File: config.mk
export PLATFORM = sky130hd
export DESIGN_NAME = ascii_command_line_parser
export DESIGN_NICKNAME = d
export VERILOG_FILES = /design/src/design/aclp_pkg.sv /design/src/design/ascii_command_line_parser.sv /design/src/design/aclp_ram.sv
export SDC_FILE = /design/constraint.sdc
export NUM_CORES = 1
export LEC_CHECK = 0
export BUFFER_PORTS_ARGS = -buffer_cell sky130_fd_sc_hd__buf_2
export CAP_MARGIN = 20
export CORE_MARGIN = 2
export CORE_UTILIZATION = 30
export CTS_BUF_LIST = sky130_fd_sc_hd__clkbuf_8
export DETAILED_ROUTE_END_ITERATION = 16
export PLACE_DENSITY = 0.49
export SLEW_MARGIN = 20
export SYNTH_ARGS = -nofsm -noshare
export SYNTH_HDL_FRONTEND = slang
export SYNTH_HIERARCHICAL = 1
export SYNTH_SLANG_ARGS = --single-unit
File: constraint.sdc
create_clock -name clock -period 3.9 [get_ports clock]
set_input_delay 0.39 -clock clock [delete_from_list [all_inputs] [get_ports clock]]
set_output_delay 0.39 -clock clock [all_outputs]
set_load 0.05 [all_outputs]
File: src/design/aclp_pkg.sv
`timescale 1ns / 1ps
// ----------------------------------------------------------------------------
// aclp_pkg
// Shared constants, types and the tag lookup for the ASCII command line parser.
// ----------------------------------------------------------------------------
package aclp_pkg;

   localparam int MAX_LINE    = 40;
   localparam int LINE_ADDR_W = $clog2(MAX_LINE);
   localparam int LINE_LEN_W  = $clog2(MAX_LINE + 1);

   typedef logic [7:0] char_type;
   typedef logic [1:0] kind_type;
   typedef logic [7:0] value_type;

   localparam char_type CH_LF = 8'd10;
   localparam char_type CH_CR = 8'd13;
   localparam char_type CH_EQ = 8'd61;
   localparam char_type CH_0  = 8'd48;
   localparam char_type CH_9  = 8'd57;

   localparam kind_type KIND_WAKE = 2'd0;
   localparam kind_type KIND_CMD  = 2'd1;
   localparam kind_type KIND_DONE = 2'd2;

   localparam logic [11:0] VAL_MAX = 12'd255;

   // Length of the tag that belongs to a kind.
   function automatic logic [2:0] tag_len(input kind_type kind);
      logic [2:0] len;
      len = (kind == KIND_CMD) ? 3'd3 : 3'd4;
      return len;
   endfunction

   // Expected tag character at a given position for a kind.
   function automatic char_type tag_char(input kind_type kind, input logic [1:0] idx);
      char_type ch;
      ch = 8'h00;
      case (kind)
         KIND_WAKE: begin
            case (idx)
               2'd0:    ch = "w";
               2'd1:    ch = "a";
               2'd2:    ch = "k";
               default: ch = "e";
            endcase
         end
         KIND_CMD: begin
            case (idx)
               2'd0:    ch = "c";
               2'd1:    ch = "m";
               2'd2:    ch = "d";
               default: ch = CH_EQ;
            endcase
         end
         KIND_DONE: begin
            case (idx)
               2'd0:    ch = "d";
               2'd1:    ch = "o";
               2'd2:    ch = "n";
               default: ch = "e";
            endcase
         end
         default: ch = 8'h00;
      endcase
      return ch;
   endfunction

endpackage

File: src/design/ascii_command_line_parser.sv
`timescale 1ns / 1ps
// ----------------------------------------------------------------------------
// ascii_command_line_parser
// Gathers received characters into a line and decodes wake, cmd=N and done=N.
// ----------------------------------------------------------------------------
// Channel  Direction  Payload                        Handshake
// req      in         req_rx_byte (8)                req_valid / req_ready
// rsp      out        rsp_event_kind (2),            rsp_valid / rsp_ready
//                     rsp_event_value (8)
//
// A character other than LF is written to the line RAM while the line has room.
// An LF ending a line of stored bytes (after CR removal) starts a walk:
// the walk reads one byte a cycle from the single RAM port and feeds it to a
// shared compare and multiply-by-ten unit. An empty or overflowed line gives no walk and no event.
// Reset clears the line length, the overflow flag and the output valid flag.
// A walk that ends while the previous event is unread holds until it is taken.
// ----------------------------------------------------------------------------
module ascii_command_line_parser (
   input  logic                 clock,
   input  logic                 reset,
   input  logic                 req_valid,
   output logic                 req_ready,
   input  aclp_pkg::char_type   req_rx_byte,
   output logic                 rsp_valid,
   input  logic                 rsp_ready,
   output aclp_pkg::kind_type   rsp_event_kind,
   output aclp_pkg::value_type  rsp_event_value
);

   import aclp_pkg::*;

   localparam logic [1:0] ST_IDLE = 2'd0;
   localparam logic [1:0] ST_WALK = 2'd1;
   localparam logic [1:0] ST_DONE = 2'd2;

   logic [1:0]             state_ff, state_in;
   logic [LINE_LEN_W-1:0]  length_ff, length_in;
   logic                   overflow_ff, overflow_in;
   logic                   last_cr_ff, last_cr_in;
   logic [LINE_LEN_W-1:0]  n_ff, n_in;
   logic [LINE_LEN_W-1:0]  rd_idx_ff, rd_idx_in;
   logic                   dv_ff, dv_in;
   logic [LINE_ADDR_W-1:0] pos_ff, pos_in;
   kind_type               kind_ff, kind_in;
   logic                   ok_ff, ok_in;
   value_type              acc_ff, acc_in;
   logic [1:0]             digits_ff, digits_in;
   logic                   rsp_valid_ff, rsp_valid_in;
   kind_type               rsp_kind_ff, rsp_kind_in;
   value_type              rsp_value_ff, rsp_value_in;

   logic                   req_fire;
   logic                   ram_we;
   logic [LINE_ADDR_W-1:0] ram_addr;
   char_type               ram_rd;
   logic [2:0]             tlen;
   logic [11:0]            next_val;
   logic                   hit;
   logic [LINE_LEN_W-1:0]  eff_len;

   aclp_ram #(
      .WIDTH (8),
      .DEPTH (MAX_LINE)
   ) u_line_ram (
      .clock   (clock),
      .wr_en   (ram_we),
      .addr    (ram_addr),
      .wr_data (req_rx_byte),
      .rd_data (ram_rd)
   );

   assign req_ready = (state_ff == ST_IDLE);
   assign req_fire  = req_valid && req_ready;
   assign eff_len   = length_ff - {{(LINE_LEN_W-1){1'b0}}, last_cr_ff};
   assign tlen      = tag_len(kind_ff);
   // The shared unit: acc * 10 + digit, built from two shifts and two adds.
   assign next_val  = {1'b0, acc_ff, 3'b000} + {3'b000, acc_ff, 1'b0}
                      + {8'h00, ram_rd[3:0]};
   assign hit       = ok_ff && ((kind_ff == KIND_WAKE)
                                ? (n_ff == LINE_LEN_W'(4)) : (digits_ff != 2'd0));

   always_comb begin
      state_in     = state_ff;
      length_in    = length_ff;
      overflow_in  = overflow_ff;
      last_cr_in   = last_cr_ff;
      n_in         = n_ff;
      rd_idx_in    = rd_idx_ff;
      dv_in        = 1'b0;
      pos_in       = pos_ff;
      kind_in      = kind_ff;
      ok_in        = ok_ff;
      acc_in       = acc_ff;
      digits_in    = digits_ff;
      rsp_valid_in = rsp_valid_ff && !rsp_ready;
      rsp_kind_in  = rsp_kind_ff;
      rsp_value_in = rsp_value_ff;
      ram_we       = 1'b0;
      ram_addr     = length_ff[LINE_ADDR_W-1:0];

      case (state_ff)
         ST_IDLE: begin
            if (req_fire) begin
               if (req_rx_byte == CH_LF) begin
                  length_in   = '0;
                  overflow_in = 1'b0;
                  last_cr_in  = 1'b0;
                  n_in        = eff_len;
                  rd_idx_in   = '0;
                  if (!overflow_ff && eff_len != '0) begin
                     state_in = ST_WALK;
                  end
               end else if (!overflow_ff) begin
                  if (length_ff == LINE_LEN_W'(MAX_LINE)) begin
                     overflow_in = 1'b1;
                  end else begin
                     ram_we     = 1'b1;
                     length_in  = length_ff + LINE_LEN_W'(1);
                     last_cr_in = (req_rx_byte == CH_CR);
                  end
               end
            end
         end

         ST_WALK: begin
            ram_addr = rd_idx_ff[LINE_ADDR_W-1:0];
            if (rd_idx_ff < n_ff) begin
               dv_in     = 1'b1;
               pos_in    = rd_idx_ff[LINE_ADDR_W-1:0];
               rd_idx_in = rd_idx_ff + LINE_LEN_W'(1);
            end else if (!dv_ff) begin
               state_in = ST_DONE;
            end

            // Check the byte read in the previous cycle.
            if (dv_ff) begin
               if (pos_ff == '0) begin
                  acc_in    = '0;
                  digits_in = 2'd0;
                  ok_in     = 1'b1;
                  case (ram_rd)
                     "w":     kind_in = KIND_WAKE;
                     "c":     kind_in = KIND_CMD;
                     "d":     kind_in = KIND_DONE;
                     default: begin
                        kind_in = KIND_WAKE;
                        ok_in   = 1'b0;
                     end
                  endcase
               end else if (ok_ff) begin
                  if (pos_ff < LINE_ADDR_W'(tlen)) begin
                     ok_in = (ram_rd == tag_char(kind_ff, pos_ff[1:0]));
                  end else if (pos_ff == LINE_ADDR_W'(tlen)) begin
                     ok_in = (kind_ff != KIND_WAKE) && (ram_rd == CH_EQ);
                  end else if (ram_rd inside {[CH_0:CH_9]} && digits_ff != 2'd3
                               && next_val <= VAL_MAX) begin
                     acc_in    = next_val[7:0];
                     digits_in = digits_ff + 2'd1;
                  end else begin
                     ok_in = 1'b0;
                  end
               end
            end
         end

         ST_DONE: begin
            if (!rsp_valid_ff || rsp_ready) begin
               rsp_valid_in = hit;
               rsp_kind_in  = kind_ff;
               rsp_value_in = (kind_ff == KIND_WAKE) ? '0 : acc_ff;
               state_in     = ST_IDLE;
            end
         end

         default: state_in = ST_IDLE;
      endcase
   end

   always_ff @(posedge clock) begin
      if (reset) begin
         state_ff     <= ST_IDLE;
         length_ff    <= '0;
         overflow_ff  <= 1'b0;
         last_cr_ff   <= 1'b0;
         dv_ff        <= 1'b0;
         rsp_valid_ff <= 1'b0;
      end else begin
         state_ff     <= state_in;
         length_ff    <= length_in;
         overflow_ff  <= overflow_in;
         last_cr_ff   <= last_cr_in;
         dv_ff        <= dv_in;
         rsp_valid_ff <= rsp_valid_in;
      end
   end

   always_ff @(posedge clock) begin
      n_ff         <= n_in;
      rd_idx_ff    <= rd_idx_in;
      pos_ff       <= pos_in;
      kind_ff      <= kind_in;
      ok_ff        <= ok_in;
      acc_ff       <= acc_in;
      digits_ff    <= digits_in;
      rsp_kind_ff  <= rsp_kind_in;
      rsp_value_ff <= rsp_value_in;
   end

   assign rsp_valid       = rsp_valid_ff;
   assign rsp_event_kind  = rsp_kind_ff;
   assign rsp_event_value = rsp_value_ff;

`ifndef SYNTHESIS
   // The stored length never runs past the line store.
   a_len_bound: assert property (@(posedge clock) disable iff (reset)
      length_ff <= LINE_LEN_W'(MAX_LINE))
      else $error("line length beyond store");

   // An overflowed line always has a full store behind it.
   a_ovf_full: assert property (@(posedge clock) disable iff (reset)
      overflow_ff |-> (length_ff == LINE_LEN_W'(MAX_LINE)))
      else $error("overflow flag without full store");

   // An accepted LF starts the next line empty and clean.
   a_lf_clears: assert property (@(posedge clock) disable iff (reset)
      (req_fire && req_rx_byte == CH_LF) |=> (length_ff == '0 && !overflow_ff))
      else $error("LF did not clear the line");

   // A wake event carries a zero value, and no event has an unused kind.
   a_wake_zero: assert property (@(posedge clock) disable iff (reset)
      (rsp_valid && rsp_event_kind == KIND_WAKE) |-> (rsp_event_value == '0))
      else $error("wake event with non-zero value");

   a_kind_legal: assert property (@(posedge clock) disable iff (reset)
      rsp_valid |-> (rsp_event_kind <= KIND_DONE))
      else $error("unused event kind");

   // Nothing is in flight from the RAM once the walk has finished.
   a_walk_drained: assert property (@(posedge clock) disable iff (reset)
      (state_ff == ST_DONE) |-> (!dv_ff && rd_idx_ff == n_ff))
      else $error("walk ended with bytes outstanding");
`endif

endmodule

File: src/design/aclp_ram.sv
`timescale 1ns / 1ps
// ----------------------------------------------------------------------------
// aclp_ram
// Single-port RAM with one address per cycle and a registered read.
// ----------------------------------------------------------------------------
module aclp_ram #(
   parameter int WIDTH = 8,
   parameter int DEPTH = 40
) (
   input  logic                     clock,
   input  logic                     wr_en,
   input  logic [$clog2(DEPTH)-1:0] addr,
   input  logic [WIDTH-1:0]         wr_data,
   output logic [WIDTH-1:0]         rd_data
);

   logic [WIDTH-1:0] mem [DEPTH];
   logic [WIDTH-1:0] rd_data_ff;

   always_ff @(posedge clock) begin
      if (wr_en) begin
         mem[addr] <= wr_data;
      end
      rd_data_ff <= mem[addr];
   end

   assign rd_data = rd_data_ff;

endmodule

## Word-level counts from Yosys, hierarchy flattened

Memories as Yosys holds them, arrays and structs flattened. A register that Yosys moved wholly into a read port is not among the register bits.
Cells that the tools add are included.

| word-level totals | value |
|---|---|
| word-level logic and storage cells | 147 |
| memory bits (writable) | 320 |
| register bits | 53 |
| output and inout bits | 12 |
| memories kept | 1 |

| operators by class | value |
|---|---|
| $add $sub $neg | 6 |
| reduce and logical (&&, ||, !) cells | 34 |
| equality and inequality tests | 28 |
| bitwise logic cells | 1 |
| multiplexer cells | 57 |
| order comparisons | 5 |

Memories:

| name | words | width | read ports | clocked after Yosys merged registers in | write ports | line | source |
|---|---|---|---|---|---|---|---|
| u_line_ram.mem | 40 | 8 | 1 | 1 | 1 | aclp_ram.sv:17 | `logic [WIDTH-1:0] mem [DEPTH];` |

Operator list:

| operator | count |
|---|---|
| 2-to-1 mux 8 bit | 9 |
| 2-to-1 mux 6 bit | 7 |
| == test 8 x 7 -> 1 bit, second input constant | 3 |
| one-hot mux 8 bit (3 select lines) | 1 |
| 2-to-1 mux 1 bit | 23 |
| one-hot mux 7 bit (3 select lines) | 1 |
| 2-to-1 mux 2 bit | 10 |
| == test 8 x 4 -> 1 bit, second input constant | 2 |
| inequality test 2 bit, second input constant | 8 |
| one-hot mux 5 bit (3 select lines) | 1 |
| adder 11 x 9 -> 12 bit | 1 |
| adder 12 x 4 -> 12 bit | 1 |
| adder 6 x 1 -> 6 bit, second input constant | 2 |
| less-or-equal comparator 12 x 8 -> 1 bit, second input constant | 1 |
| one-hot mux 4 bit (3 select lines) | 1 |
| one-hot mux 6 bit (2 select lines) | 1 |
| AND reduction 6 bit | 2 |
| nonzero test 2 bit | 5 |
| == test 8 x 6 -> 1 bit, second input constant | 1 |
| == test 8 bit | 1 |
| >= comparator 8 x 6 -> 1 bit, second input constant | 1 |
| less-or-equal comparator 8 x 6 -> 1 bit, second input constant | 1 |
| logical AND 1 bit | 8 |
| inequality test 2 x 1 -> 1 bit, second input constant | 4 |
| 23 further kinds | 36 |

## Logic depth before layout (Yosys ltp)

Gate-level depths: netlist of run 1.

| logic depth | value |
|---|---|
| depth in word-level cells | 12 |
| mapped depth | 13 |
| gate-level depth less buffers | 10 |

## Modules after synthesis

The synthesis of run 1 kept the hierarchy.

Modules (own cells, without submodules):

| module | cells an instance | area an instance (um^2) | times used |
|---|---|---|---|
| aclp_ram | 721 | 12847.3 | 1 |
| ascii_command_line_parser | 352 | 3480.8 | 1 |

## Worst setup path before layout of run 1

Ideal clock, no wire load.

| path | value |
|---|---|
| kind | reg2reg |
| start point | register state_ff[0] |
| end point | memory u_line_ram.mem[32][0], enable pin |
| setup slack | 768 ps |
| cell stages (with the launch flop) | 7 |
| path buffers | 0 |
| data arrival time | 2762 ps |
| library setup time | 370 ps |
| period minus slack after synthesis | 3132 ps |
| data required time | 3530 ps |
| path through | dfxtp_1 nor2_1 nand2_1 nor3b_2 nor2b_1 nand2_1 nor2_1 |

| between the ends | value |
|---|---|
| cells in the longest elaborated chain, start to end | 6 |
| elaborated cells on any way between the ends | 8 |
| classes of those cells | 1 x eq/ne; 5 x mux; 2 x reduce/logical |

Ends and longest elaborated chain:

| item | line | source |
|---|---|---|
| from (decl) | ascii_command_line_parser.sv:36 | `logic [1:0] state_ff, state_in;` |
| from (signal assigned) | ascii_command_line_parser.sv:188 | `state_ff <= state_in;` |
| logical NOT 2 bit (*) | ascii_command_line_parser.sv:72 | `assign req_ready = (state_ff == ST_IDLE);` |
| via req_ready | ascii_command_line_parser.sv:22 | `output logic req_ready,` |
| logical AND 1 bit | ascii_command_line_parser.sv:73 | `assign req_fire = req_valid && req_ready;` |
| 2-to-1 mux 1 bit | ascii_command_line_parser.sv:103 | `if (req_fire) begin` |
| 2-to-1 mux 1 bit (*) | ascii_command_line_parser.sv:101 | `case (state_ff)` |
| via ram_we | ascii_command_line_parser.sv:53 | `logic ram_we;` |
| 2-to-1 mux 1 bit (*) | aclp_ram.sv:21 | `if (wr_en) begin` |
| 2-to-1 mux 1 bit (not written as such) (*) | aclp_ram.sv:22 | `mem[addr] <= wr_data;` |
| to (decl) | aclp_ram.sv:17 |  |

Mark *: on every way through the listed nets, which the timed path passes. The rest lies on a longest branch.

## Worst setup path after layout of run 1

| path | value |
|---|---|
| start point | register u_line_ram.rd_data_ff[3], in the netlist u_line_ram/rd_data[3] (read register of u_line_ram.mem) |
| end point | register acc_ff[2], enable pin |

| between the ends | value |
|---|---|
| cells in the longest elaborated chain, start to end | 6 |
| elaborated cells on any way between the ends | 9 |
| classes of those cells | 1 x add/sub; 3 x order compare; 5 x reduce/logical |

Ends and longest elaborated chain:

| item | line | source |
|---|---|---|
| from (decl) | aclp_ram.sv:18 | `logic [WIDTH-1:0] rd_data_ff;` |
| parallel branches: the longest is 3 deep, another holds adder 12 x 4 -> 12 bit | n/a |  |
| logical AND 1 bit (*) | ascii_command_line_parser.sv:156 | `&& next_val <= VAL_MAX) begin` |
| nonzero test 2 bit (no line) (*) | n/a |  |
| AND reduction 6 bit (no line) (*) | n/a |  |
| to (signal assigned) | ascii_command_line_parser.sv:203 | `acc_ff <= acc_in;` |
| to (decl) | ascii_command_line_parser.sv:46 | `value_type acc_ff, acc_in;` |

Mark *: on every way between the ends.
A chain may end at the register's enable or synchronous reset.

==> run summary, run 1 <==
The flow ran to the end, and the final reports show no timing, DRC or antenna violations. The placed instances occupy a cell area of 0.01741 mm2. The die is 237.3 um tall. The total detailed-routing wirelength is 44.82 mm, and the highest net fanout along the worst path is 10. In this run the critical register-to-register path is launched from u_line_ram/rd_data[3]. The run gives 5 as the number of iterations in the first detailed-routing pass. The die covers 0.05631 mm2. The classification of the worst-slack hold path is in2reg. Static timing analysis puts the maximum clock frequency at 283.8 MHz.

The clock-pin transition on the worst setup and hold timing paths came out at 0.06 ns. For the synthesized net count, the log shows 1123. In this run the static leakage power is 6.248 nW.

The number of antenna violations at the first check in global routing is 0, and the via-per-instance ratio is 5.141. The fraction of layout instances using a drive strength above 1 is 17.80%, and the number of buffers inserted by port buffering is 23. The floorplan step set the die width to 237.3 um. The run gives 1209 as the number of nets at the end of the flow. TritonCTS built the clock tree.

Setup repair after global routing left no endpoint under its margin. Across the routed clock network, the largest skew measured is 0.04050 ns. The depth of the worst register-to-register path came out at 10. After synthesis, the share of flip-flops with an asynchronous set or reset is 0%. The slew at the pin with the worst max-slew slack is 1.006 ns.

Prior to clock tree synthesis, the placed netlist has a worst setup slack of 0.3945 ns. Once the floorplan was initialized, standard cells occupied 30.34% of the core. The total count of hold-check failures in the final report was 0; the wire length per cell after detailed routing was 23.54 um. The synthesized design contains 381 register bits. Entering global routing, the biggest net connects 43 pins. Sequential cells were found to cover 68.84% of the synthesized design area. From synthesis to final layout, the design area changed by 14.14%.

In the routed design, unresolved DRC markers number 0. The synthesized area per cell is 15.22 um2, and the worst path arrival time is 3.76 ns. Power spread over the standard cell area amounts to 458.4 mW/mm2.

Setup violations remaining at the end of the flow were counted as 0. Tracing the worst setup path back leads to its startpoint at u_line_ram/rd_data[3]. Hold repair after CTS inserted 0 buffers. For the maximum vdd drop, the log shows 241.0 uV. DRC marker count from the first detailed-route iteration: 766. Global routing consumed, over all layers together, 15.92% of the routing resources. The worst pin sits at a relative slew slack of 32.82%. The worst path needs 3.524 ns of the cycle, external delays included. The number of pins exceeding their max-slew limit in the final report is 0, and the post-synthesis instance area is 0.01633 mm2. The via count of the first global-routing pass was 9850. The tools report the number of vias in the routed layout as 9788. The total negative slack came out at 0 ns.

For the max-capacitance violation count, the log shows 0. The hold path depth is 2, and the area share of the largest cell type after synthesis is 66.39%. At the worst endpoint, the required time is 4.13 ns. The worst min-delay path startpoint is reset. The number of flops mapped to enable cells by yosys was 361. After routing the design area is 0.01864 mm2. Routability-driven placement finished with a final weighted congestion of 0.8221.

The most used flip-flop cell after synthesis is sky130_fd_sc_hd__edfxtp_1. Element type at the critical path start: a flip-flop. Endpoint type of the worst setup path: a flip-flop.

Summed over all instances, the cell type with the most area after synthesis is sky130_fd_sc_hd__edfxtp_1. The number of synthesis warnings is 6, and the portion of the clock cycle consumed by the worst path in the final layout is 90.35%. The tools report the half-perimeter wire length after placement as 29.06 mm. The H-tree depth reported by CTS was 3; the clock network latency to the later pin of the worst-skew pair was 0.63 ns. The run gives 0 as the total congestion overflow. After floorplanning, the core was sized to cover 0.05381 mm2. The floorplan has 85 rows.

The number of resized instances in the post-cts repair step is 0. The cell count after synthesis came out at 1073. For the number of top-level design ports, the log shows 24. The global-route wire length before repair is 66.04 mm.

The most frequent cell after synthesis was sky130_fd_sc_hd__edfxtp_1. Ranked by total cell area, the synthesized netlist is headed by sky130_fd_sc_hd__edfxtp_1 (66%), sky130_fd_sc_hd__mux2i_1 (3.1%), sky130_fd_sc_hd__ha_1 (2.8%). The number of clock buffers added by TritonCTS is 67. The clock passes through at most 3 buffers. The unique cell type count in the Yosys netlist is 83. In the synthesized netlist, the cells that appear most often are sky130_fd_sc_hd__edfxtp_1 (361), sky130_fd_sc_hd__nor2_1 (95), sky130_fd_sc_hd__mux2i_1 (50). 0 antenna diodes ended up in the layout.

In this run the clock root is driven by a sky130_fd_sc_hd__clkbuf_8. The logs give 381 for the count of clock tree sinks and 0.3764 ns for the least setup slack across all paths after layout. In this run the remaining antenna-violating nets after routing total 0.

The class of the most critical setup path is reg2reg. The post-CTS setup buffer count is 0.
==> critical path, cell delays in order (launching register included) <==
cell and delay (ns):
sky130_fd_sc_hd__dfxtp_1 0.51, sky130_fd_sc_hd__inv_1 0.10, sky130_fd_sc_hd__fa_1 0.50, sky130_fd_sc_hd__inv_1 0.07
sky130_fd_sc_hd__fa_1 0.42, sky130_fd_sc_hd__a211oi_1 0.28, sky130_fd_sc_hd__o21bai_1 0.20, sky130_fd_sc_hd__o21ai_0 0.17
sky130_fd_sc_hd__mux2i_1 0.18, sky130_fd_sc_hd__nor3_1 0.16, sky130_fd_sc_hd__a41o_1 0.55
==> power by group <==
| group | switching [mW] | total [mW] | leakage (nW) | internal [mW] |
|---|---|---|---|---|
| logic | 0.354 | 0.543 | 2.12 | 0.189 |
| clock network | 1.66 | 3.46 | 0.694 | 1.80 |
| registers | 0.0322 | 4.54 | 3.44 | 4.50 |
| total | 2.05 | 8.54 | 6.25 | 6.50 |
==> area by class of cell <==
type | instances | area (um2)
Inverter | 27 | 101.3
Fill cell | 5201 | 35180
Sequential cell | 381 | 11240
Tap cell | 696 | 870.8
Clock buffer | 70 | 963.4
Multi-Input combinational cell | 614 | 4702
Clock inverter | 48 | 267.8
Timing Repair Buffer | 68 | 490.5
==> metrics by stage <==
| stage | util, % | hold slack (ns) | power [mW] | std cells |
|---|---|---|---|---|
| after floorplan | - | 0.4400 | 4.918 | 1073 |
| after global placement | 32.33 | 0.4696 | 5.158 | 1786 |
| after detailed placement | 32.34 | 0.4732 | 5.159 | 1786 |
| after CTS | 34.63 | 0.07716 | 8.646 | 1904 |
| after global routing | 34.63 | 0.1022 | 8.862 | 1904 |
| final | 34.63 | 0.1267 | 8.543 | 1904 |
==> sequential cells by signal (all words and copies together) (netlist names) <==
| name | cells |
|---|---|
| acc_ff | 8 |
| digits_ff | 2 |
| dv_ff | 1 |
| kind_ff | 2 |
| last_cr_ff | 1 |
| length_ff | 6 |
| n_ff | 6 |
| ok_ff | 1 |
| overflow_ff | 1 |
| pos_ff | 6 |
| rd_idx_ff | 6 |
| rsp_event_kind | 2 |
| rsp_event_value | 8 |
| rsp_valid | 1 |
| state_ff | 2 |
| u_line_ram/mem | 320 |
| u_line_ram/rd_data | 8 |
==> cell usage in the layout (no fill, tap or decap), types with 5 or more instances in the layout <==
| cell | count |
|---|---|
| sky130_fd_sc_hd__a21o_1 | 5 |
| sky130_fd_sc_hd__a21oi_1 | 22 |
| sky130_fd_sc_hd__a221o_1 | 5 |
| sky130_fd_sc_hd__a221oi_1 | 32 |
| sky130_fd_sc_hd__a22o_1 | 14 |
| sky130_fd_sc_hd__a22oi_1 | 24 |
| sky130_fd_sc_hd__and2_1 | 13 |
| sky130_fd_sc_hd__buf_2 | 23 |
| sky130_fd_sc_hd__buf_4 | 42 |
| sky130_fd_sc_hd__clkbuf_8 | 70 |
| sky130_fd_sc_hd__clkinv_1 | 16 |
| sky130_fd_sc_hd__clkinv_2 | 8 |
| sky130_fd_sc_hd__dfxtp_1 | 20 |
| sky130_fd_sc_hd__edfxtp_1 | 361 |
| sky130_fd_sc_hd__ha_1 | 36 |
| sky130_fd_sc_hd__inv_1 | 40 |
| sky130_fd_sc_hd__mux2_2 | 18 |
| sky130_fd_sc_hd__mux2i_1 | 50 |
| sky130_fd_sc_hd__mux4_2 | 15 |
| sky130_fd_sc_hd__nand2_1 | 47 |
| sky130_fd_sc_hd__nand2b_1 | 10 |
| sky130_fd_sc_hd__nand3_1 | 16 |
| sky130_fd_sc_hd__nand4_1 | 7 |
| sky130_fd_sc_hd__nor2_1 | 95 |
| sky130_fd_sc_hd__nor2b_1 | 17 |
| sky130_fd_sc_hd__nor3_1 | 6 |
| sky130_fd_sc_hd__o21ai_0 | 29 |
| sky130_fd_sc_hd__o22a_1 | 7 |
| sky130_fd_sc_hd__o22ai_1 | 21 |
| sky130_fd_sc_hd__o2bb2ai_1 | 5 |
| sky130_fd_sc_hd__xnor2_1 | 6 |
| sky130_fd_sc_hd__xor2_1 | 11 |
==> cells by family after synthesis <==
family / Yosys count / synth area share [%]
compound gates: 215 / 9.816
xor+xnor: 17 / 0.9119
fa+ha+maj: 38 / 3.004
buf+inv: 78 / 2.598
flops: 381 / 68.84
mux: 90 / 6.927
simple gates: 254 / 7.900
==> path summary, 6_finish.rpt <==
path                   to  slack, ns
min          length_ff[1]       0.13
max             acc_ff[2]       0.38
max reg2reg     acc_ff[2]       0.38
min reg2reg    last_cr_ff       0.48
==> routing by layer <==
| metal | track usage, % | part of all wire (%) | wire length [um] |
|---|---|---|---|
| met4 | 4.574 | 2.1 | 936 |
| met1 | 21.26 | 44 | 19940 |
| met5 | 0 | 0 | 0 |
| met3 | 3.426 | 5.8 | 2613 |
| met2 | 26.11 | 48 | 21340 |
No activity file was read; power rests on OpenSTA's default activity.
==> run 2, diff against run 1 <==
--- a/config.mk
+++ b/config.mk
@@ -7,11 +7,12 @@
 export LEC_CHECK = 0
 export BUFFER_PORTS_ARGS = -buffer_cell sky130_fd_sc_hd__buf_2
 export CAP_MARGIN = 20
+export CORE_ASPECT_RATIO = 1.2
 export CORE_MARGIN = 2
-export CORE_UTILIZATION = 30
+export CORE_UTILIZATION = 40
 export CTS_BUF_LIST = sky130_fd_sc_hd__clkbuf_8
 export DETAILED_ROUTE_END_ITERATION = 16
-export PLACE_DENSITY = 0.49
+export PLACE_DENSITY = 0.6
 export SLEW_MARGIN = 20
 export SYNTH_ARGS = -nofsm -noshare
 export SYNTH_HDL_FRONTEND = slang
==> run 2 against run 1 <==
Cell area is 0.45% lower; maximum frequency is 3.1% higher; sequential power hardly changed.
==> run summary, run 2 (synthesis gave the netlist of run 1 again) <==
The placeable core area is 0.04054 mm2 (was 0.05381 mm2), and the post-synthesis to final-layout area growth is 13.62% (was 14.14%). The total setup violations reported at the end of the flow is 0 (unchanged), and the required time reported for the critical path endpoint is 4.22 ns (was 4.13 ns). The most frequent standard cell in the layout excluding fill and tap cells was sky130_fd_sc_hd__edfxtp_1 (unchanged).

Number of iterations in the first detailed-routing pass: 5 (unchanged). The effective utilization at floorplan was 40.28% (was 30.34%); the die boundary width was 188.4 um (was 237.3 um). The run gives 0 (unchanged) as the number of hold buffers added after cts. The total detailed-routing wirelength is 41.19 mm (was 44.82 mm). Buffer levels on the longest clock path: 3 (unchanged).

The number of CTS-inserted buffers was 60 (was 67); the clock network latency to the later pin of the worst-skew pair was 0.64 ns (was 0.63 ns). The maximum vdd drop came out at 287.9 uV (was 241.0 uV). Setup repair after global routing left no endpoint under its margin. The highest net fanout along the worst path is 20 (was 10).

Most prevalent standard cell on the critical path: sky130_fd_sc_hd__buf_4. The endpoint type of the worst setup path was a flip-flop (unchanged). The element type at the critical path start is a flip-flop (unchanged). Post-detailed-route DRC marker count: 0 (unchanged). The tools report the static power due to leakage as 6.358 nW (was 6.248 nW).

The cell family contributing the most delay on the critical path is simple AND/OR/NAND/NOR gates (was compound AO/OA/AOI/OAI gates). The via count of the first global-routing pass was 9962 (was 9850); the areal power density over the cells was 451.0 mW/mm2 (was 458.4 mW/mm2). The run gives 0.8572 (was 0.8221) as the placer's final routability congestion estimate. Most used cells in the layout excluding fill and tap cells: sky130_fd_sc_hd__edfxtp_1 (361), sky130_fd_sc_hd__nor2_1 (95), sky130_fd_sc_hd__buf_4 (69), sky130_fd_sc_hd__clkbuf_8 (64), sky130_fd_sc_hd__mux2i_1 (50) (was sky130_fd_sc_hd__edfxtp_1 (361), sky130_fd_sc_hd__nor2_1 (95), sky130_fd_sc_hd__clkbuf_8 (70), sky130_fd_sc_hd__mux2i_1 (50), sky130_fd_sc_hd__nand2_1 (47)). The number of buffers inserted by port buffering is 23 (unchanged), and the final worst clock skew is 0.03621 ns (was 0.04050 ns). TritonCTS built the clock tree. Fraction of layout instances using a drive strength above 1: 19.39% (was 17.80%).

The run gives 292.5 MHz (was 283.8 MHz) as the peak clock frequency supported by timing. The highest-delay cell along the critical path was sky130_fd_sc_hd__nor2b_4 (was sky130_fd_sc_hd__a41o_1). The global-route wire length before repair is 61.87 mm (was 66.04 mm). For the internal reg-to-reg setup slack, the log shows 0.48 ns (was 0.38 ns). The tools report the post-CTS setup buffer count as 0 (unchanged). The count of clock tree sinks is 381 (unchanged), and the number of nets at the end of the flow is 1227 (was 1209). The most flop-heavy register was u_line_ram/mem (unchanged). The vertical die dimension was 225.3 um (was 237.3 um). The delay contributed by the slowest stage of the critical path is 0.54 ns (was 0.55 ns).

Chain of cells forming the critical path: nor2b_1 > nand2_1 > o21ai_4 > buf_4 > nor2b_4 > nand3_1 > nor2_1 > buf_4 (was inv_1 > fa_1 > inv_1 > fa_1 > a211oi_1 > o21bai_1 > o21ai_0 > mux2i_1 > nor3_1 > a41o_1). The number of flip-flops under the largest register name is 320 (unchanged). The slew at the pin with the worst max-slew slack is 0.9132 ns (was 1.006 ns). The class of the most critical setup path was reg2reg (unchanged).

The classification of the worst-slack hold path was in2reg (unchanged). The number of top-level design ports was 24 (unchanged); the number of antenna violations at the first check in global routing was 0 (unchanged). The count of nets left with antenna violations after detail routing is 0 (unchanged), and the post-route minimum period is 3.418 ns (was 3.524 ns).

The pin count of the biggest net entering global routing was 43 (unchanged); the total global routing track utilization was 19.49% (was 15.92%). The total congestion overflow was 0 (unchanged). The H-tree depth reported by CTS is 2 (was 3), and the total die area is 0.04246 mm2 (was 0.05631 mm2).

The logs give 3.74 ns (was 3.76 ns) for the worst path arrival time and 0 (unchanged) for the max-capacitance violation count. The number of vias in the routed layout came out at 9859 (was 9788). The run gives 45.77% (was 34.63%) as the fraction of the core area covered by cells at the end of the flow. The half-perimeter wire length after placement was 27.09 mm (was 29.06 mm); the total count of hold-check failures in the final report was 0 (unchanged). The antenna diode count is 0 (unchanged). The number of rows in the core area was 81 (was 85).

The clock-pin transition on the worst setup and hold timing paths came out at 0.06 ns (about the same). The flow ran to the end, and the final reports show no timing, DRC or antenna violations. Number of pins exceeding their max-slew limit in the final report: 0 (unchanged). The total negative slack was 0 ns (unchanged); the total buffers and inverters traversed by the critical path was 2 (unchanged).

The headroom to the max-slew limit is 38.48% (was 32.82%), and the DRC marker count from the first detailed-route iteration is 963 (was 766). The tools report the library cell used as clock root buffer as sky130_fd_sc_hd__clkbuf_8 (unchanged). The wire length per cell after detailed routing is 23.39 um (was 23.54 um), and the portion of the clock cycle consumed by the worst path in the final layout is 87.65% (was 90.35%). The tools report the number of resized instances in the post-cts repair step as 0 (unchanged). The count of fill cells added during filler insertion is 3655 (was 5201), and the via-per-instance ratio is 5.599 (was 5.141).
[run 2: per-layer routing]
metal	GRT usage (%)	wire, um	vias up
met3	3.286	2405	80
li1	-	-	4441
met2	33.52	20480	357
met5	0	0	-
met1	24.84	16940	4981
met4	7.208	1362	0
[run 2: cell type report]
type | instances | area [um2] | share of cell area [%]
clock inverter | 43 | 297.8 | 1.605
tap | 539 | 674.4 | 3.635
sequential | 381 | 11240 | 60.59
multi-input combinational | 614 | 4705 | 25.36
timing repair buffer | 93 | 653.1 | 3.520
inverter | 27 | 101.3 | 0.5463
clock buffer | 64 | 880.8 | 4.748
[run 2: power by group]
group | internal, mW | switching [mW]
sequential | 4.50 | 0.0303
combinational | 0.183 | 0.334
clock | 1.78 | 1.53
total | 6.47 | 1.90
[run 2: stage by stage]
step / instances / cell area (um2) / worst slack, ns / hold WS (ns) / power [mW]
2_1_floorplan: 1073 / 16330 / 0.7677 / 0.4400 / 4.918
3_3_place_gp: 1653 / 17360 / 0.6373 / 0.4517 / 5.129
3_5_place_dp: 1653 / 17360 / 0.5346 / 0.4580 / 5.133
4_1_cts: 1760 / 18540 / 0.5073 / 0.05922 / 8.451
5_1_grt: 1761 / 18550 / 0.2591 / 0.08445 / 8.658
6_report: 1761 / 18550 / 0.4816 / 0.09563 / 8.367
[run 2: path summary, 6_finish.rpt]
check / from / endpoint / cells after the start
setup / recovery: state_ff[0] / u_line_ram/mem[13][4] / 8
hold / removal: reset / length_ff[1] / 2
setup reg to reg: state_ff[0] / u_line_ram/mem[13][4] / 8
hold reg to reg: last_cr_ff / last_cr_ff / 2
[run 2: worst register-to-register path: stages (launching register included)]
cell	delay, ns
sky130_fd_sc_hd__dfxtp_1	0.42
sky130_fd_sc_hd__nor2b_1	0.49
sky130_fd_sc_hd__nand2_1	0.18
sky130_fd_sc_hd__o21ai_4	0.22
sky130_fd_sc_hd__buf_4	0.36
sky130_fd_sc_hd__nor2b_4	0.54
sky130_fd_sc_hd__nand3_1	0.45
sky130_fd_sc_hd__nor2_1	0.24
sky130_fd_sc_hd__buf_4	0.21
==> run 3, diff against run 2 <==
--- a/config.mk
+++ b/config.mk
@@ -5,6 +5,7 @@
 export SDC_FILE = /design/constraint.sdc
 export NUM_CORES = 1
 export LEC_CHECK = 0
+export ABC_AREA = 1
 export BUFFER_PORTS_ARGS = -buffer_cell sky130_fd_sc_hd__buf_2
 export CAP_MARGIN = 20
 export CORE_ASPECT_RATIO = 1.2
==> run 3 against run 2 <==
Die area up 5.6%; largest power group unchanged; register-to-register slack improved by 0.096 ns; wire length rose by 0.70%; critical endpoint is now u_line_ram/mem[39][0]; global-route usage decreased by 1.1 points; final cell count grew 36%; cell area up 4.4%; area after synthesis is 5.8% higher; utilization is 0.37 points lower; largest cell class unchanged; critical path depth did not move; combinational power up 32%; first-iteration DRC count is 21% lower.
==> run summary, run 3 <==
The post-synthesis to final-layout area growth was 12.19% (was 13.62%). The total congestion overflow came out at 0 (unchanged). The peak clock frequency supported by timing was 300.9 MHz (was 292.5 MHz).

The areal power density over the cells was 438.0 mW/mm2 (was 451.0 mW/mm2); the number of iterations in the first detailed-routing pass was 5 (unchanged). The worst setup slack before clock tree synthesis is 0.6348 ns (was 0.5346 ns). The run gives 25.92 mm (was 27.09 mm) as the half-perimeter wire length after placement. Most used cells in the layout excluding fill and tap cells: sky130_fd_sc_hd__nand2_1 (662), sky130_fd_sc_hd__edfxtp_1 (361), sky130_fd_sc_hd__nor2_1 (171), sky130_fd_sc_hd__inv_1 (136), sky130_fd_sc_hd__nand3_1 (70) (was sky130_fd_sc_hd__edfxtp_1 (361), sky130_fd_sc_hd__nor2_1 (95), sky130_fd_sc_hd__buf_4 (69), sky130_fd_sc_hd__clkbuf_8 (64), sky130_fd_sc_hd__mux2i_1 (50)). Setup repair after global routing left no endpoint under its margin. Most flop-heavy register: u_line_ram/mem (unchanged). The flip-flop and latch count after synthesis is 381 (unchanged), and the total cell area at the placement stage is 0.01822 mm2 (was 0.01736 mm2). The tools report the least setup slack across all paths after layout as 0.5771 ns (was 0.4816 ns). The required time reported for the critical path endpoint was 4.14 ns (was 4.22 ns); the vertical die dimension was 231.6 um (was 225.3 um). The total detailed-routing wirelength was 41.48 mm (was 41.19 mm); the fraction of layout instances using a drive strength above 1 was 10.95% (was 19.39%).

Largest area contributor in the synthesized netlist: sky130_fd_sc_hd__edfxtp_1 (unchanged). The highest net fanout along the worst path is 19 (was 20), and the number of flip-flops under the largest register name is 320 (unchanged). The headroom to the max-slew limit is 28.05% (was 38.48%), and the maximum vdd drop is 222.1 uV (was 287.9 uV). The run gives 63.88 mm (was 61.87 mm) as the global-route wire length before repair.

The pin count of the biggest net entering global routing came out at 101 (was 43). The number of nets at the end of the flow was 1839 (was 1227). The class of the most critical setup path is reg2reg (unchanged). The run gives 1760 (was 1123) as the synthesized net count. The via count of the first global-routing pass was 11560 (was 9962); the unique cell type count in the Yosys netlist was 43 (was 83). Library cell used as clock root buffer: sky130_fd_sc_hd__clkbuf_8 (unchanged). The synthesized area per cell was 10.10 um2 (was 15.22 um2). The count of fill cells added during filler insertion was 3997 (was 3655).

The slew at the pin with the worst max-slew slack is 1.079 ns (was 0.9132 ns). The wire length per cell after detailed routing is 17.38 um (was 23.39 um). The run gives 762 (was 963) as the DRC marker count from the first detailed-route iteration. Total die area: 0.04486 mm2 (was 0.04246 mm2). Endpoint type of the worst setup path: a flip-flop (unchanged). The count of nets left with antenna violations after detail routing was 0 (unchanged); the number of buffers inserted by port buffering was 23 (unchanged).

The H-tree depth reported by CTS is 2 (unchanged), and the number of antenna violations at the first check in global routing is 0 (unchanged). The tools report the placeable core area as 0.04268 mm2 (was 0.04054 mm2). The tools report the element type at the critical path start as a flip-flop (unchanged). The clock-pin transition on the worst setup and hold timing paths works out to 0.06 ns (about the same).

The delay contributed by the slowest stage of the critical path came out at 0.66 ns (was 0.54 ns). The count of clock tree sinks is 381 (unchanged), and the worst path arrival time is 3.57 ns (was 3.74 ns). TritonCTS built the clock tree. The flow ran to the end, and the final reports show no timing, DRC or antenna violations. The total negative slack came out at 0 ns (unchanged).

Predominant post-synthesis flop cell: sky130_fd_sc_hd__edfxtp_1 (unchanged). The number of flops mapped to enable cells by yosys came out at 361 (unchanged). The most prevalent standard cell on the critical path was sky130_fd_sc_hd__inv_1 (was sky130_fd_sc_hd__buf_4).

The highest-delay cell along the critical path is sky130_fd_sc_hd__nor2_1 (was sky130_fd_sc_hd__nor2b_4). The effective utilization at floorplan is 40.46% (was 40.28%). The post-detailed-route DRC marker count came out at 0 (unchanged).

The number of vias in the routed layout is 11780 (was 9859). Dominant cells by area after synthesis: sky130_fd_sc_hd__edfxtp_1 (63%), sky130_fd_sc_hd__nand2_1 (14%), sky130_fd_sc_hd__nor2_1 (3.7%) (was sky130_fd_sc_hd__edfxtp_1 (66%), sky130_fd_sc_hd__mux2i_1 (3.1%), sky130_fd_sc_hd__ha_1 (2.8%)). The tools report the total count of hold-check failures in the final report as 0 (unchanged).

The post-CTS setup buffer count is 0 (unchanged). The die boundary width came out at 193.7 um (was 188.4 um). The classification of the worst-slack hold path is in2reg (unchanged). The most frequent cell after synthesis was sky130_fd_sc_hd__nand2_1 (was sky130_fd_sc_hd__edfxtp_1). The total setup violations reported at the end of the flow is 0 (unchanged).

The run gives 45.39% (was 45.77%) as the fraction of the core area covered by cells at the end of the flow. Number of pins exceeding their max-slew limit in the final report: 0 (unchanged). The number of rows in the core area was 83 (was 81); the clock network latency to the later pin of the worst-skew pair was 0.62 ns (was 0.64 ns). Chain of cells forming the critical path: inv_1 > nor2_2 > nand2_1 > o21ai_2 > nand2_2 > inv_1 > nand3_1 > nor2_1 (was nor2b_1 > nand2_1 > o21ai_4 > buf_4 > nor2b_4 > nand3_1 > nor2_1 > buf_4).

The post-synthesis instance area was 0.01727 mm2 (was 0.01633 mm2); the async set-or-reset flop fraction in the synthesized netlist was 0% (unchanged). The post-route minimum period is 3.323 ns (was 3.418 ns), and the cell area after layout is 0.01937 mm2 (was 0.01855 mm2). The portion of the clock cycle consumed by the worst path in the final layout was 85.20% (was 87.65%); the number of resized instances in the post-cts repair step was 0 (unchanged). The antenna diode count came out at 0 (unchanged). The fraction of the yosys area taken by sequential cells was 65.09% (was 68.84%). The tools report the total global routing track utilization as 18.39% (was 19.49%). Cell types with the highest counts after synthesis: sky130_fd_sc_hd__nand2_1 (662), sky130_fd_sc_hd__edfxtp_1 (361), sky130_fd_sc_hd__nor2_1 (171) (was sky130_fd_sc_hd__edfxtp_1 (361), sky130_fd_sc_hd__nor2_1 (95), sky130_fd_sc_hd__mux2i_1 (50)). The tools report the number of CTS-inserted buffers as 59 (was 60). Most frequent standard cell in the layout excluding fill and tap cells: sky130_fd_sc_hd__nand2_1 (was sky130_fd_sc_hd__edfxtp_1).

The number of hold buffers added after cts is 0 (unchanged). The run gives 7.933 nW (was 6.358 nW) as the static power due to leakage. Placer's final routability congestion estimate: 0.8219 (was 0.8572). The run gives 24 (unchanged) as the number of top-level design ports.

Number of synthesis warnings: 6 (unchanged). The tools report the final worst clock skew as 0.01745 ns (was 0.03621 ns). The run gives 0 (unchanged) as the max-capacitance violation count. The tools report the buffer levels on the longest clock path as 3 (unchanged). Via-per-instance ratio: 4.933 (was 5.599). The area share of the largest cell type after synthesis was 62.77% (was 66.39%).

The tools report the number of instances in the synthesized netlist as 1710 (was 1073).
==> run 3: report_power, final <==
part	internal, mW	switching [mW]	total (mW)
combinational	0.192	0.489	0.681
sequential	4.51	0.0320	4.54
clock	1.74	1.53	3.27
total	6.44	2.05	8.49
==> run 3: area by class of cell <==
type                            instances  area [um2]  area share (%)
Timing Repair Buffer                   85       618.1           3.190
Sequential cell                       381       11240           58.02
Multi-Input combinational cell       1135        5194           26.81
Clock inverter                         41       244.0           1.259
Inverter                              127       479.2           2.473
Tap cell                              552       690.7           3.565
Clock buffer                           66       908.4           4.688
==> run 3: cell families (layout without fill, tap and decap cells) <==
logic type      after synthesis  count (layout)  share of synthesized area [%]
simple gates                966             966                          22.48
flops                       381             381                          65.09
buf+inv                     194             319                          5.021
compound gates              127             127                          4.362
fa+ha+maj                    38              38                          2.840
xor+xnor                      4               4                         0.2029
==> run 3: path summary, 6_finish.rpt <==
kind | start | cells after the start | endpoint | slack (ns)
setup / recovery | state_ff[0] | 8 | u_line_ram/mem[39][0] | 0.58
hold / removal | rsp_ready | 4 | rsp_valid | 0.06
setup reg to reg | state_ff[0] | 8 | u_line_ram/mem[39][0] | 0.58
hold reg to reg | last_cr_ff | 2 | last_cr_ff | 0.48
==> run 3: stage by stage <==
step / power (mW) / hold slack [ns] / instances
after floorplan: 5.070 / 0.4277 / 1710
after global placement: 5.307 / 0.4584 / 2280
after detailed placement: 5.312 / 0.4750 / 2280
after CTS: 8.576 / 0.02677 / 2387
after global routing: 8.812 / 0.04264 / 2387
final: 8.487 / 0.05905 / 2387
==> run 3: critical path, delay by kind of cell, from the launching register on <==
kind | cells | cell delay, ns
AO/OA/AOI/OAI | 1 | 0.44
buffers and inverters | 2 | 0.34
flip-flops | 1 | 0.41
AND/OR/NAND/NOR | 5 | 1.73
==> run 3: layer usage <==
| layer | track usage [%] | part of all wire, % | vias to the layer above |
|---|---|---|---|
| li1 | - | - | 5833 |
| met1 | 22.81 | 42 | 5617 |
| met2 | 32.75 | 50 | 263 |
| met3 | 2.939 | 5.0 | 62 |
| met4 | 6.083 | 2.3 | 0 |
| met5 | 0 | 0 | - |
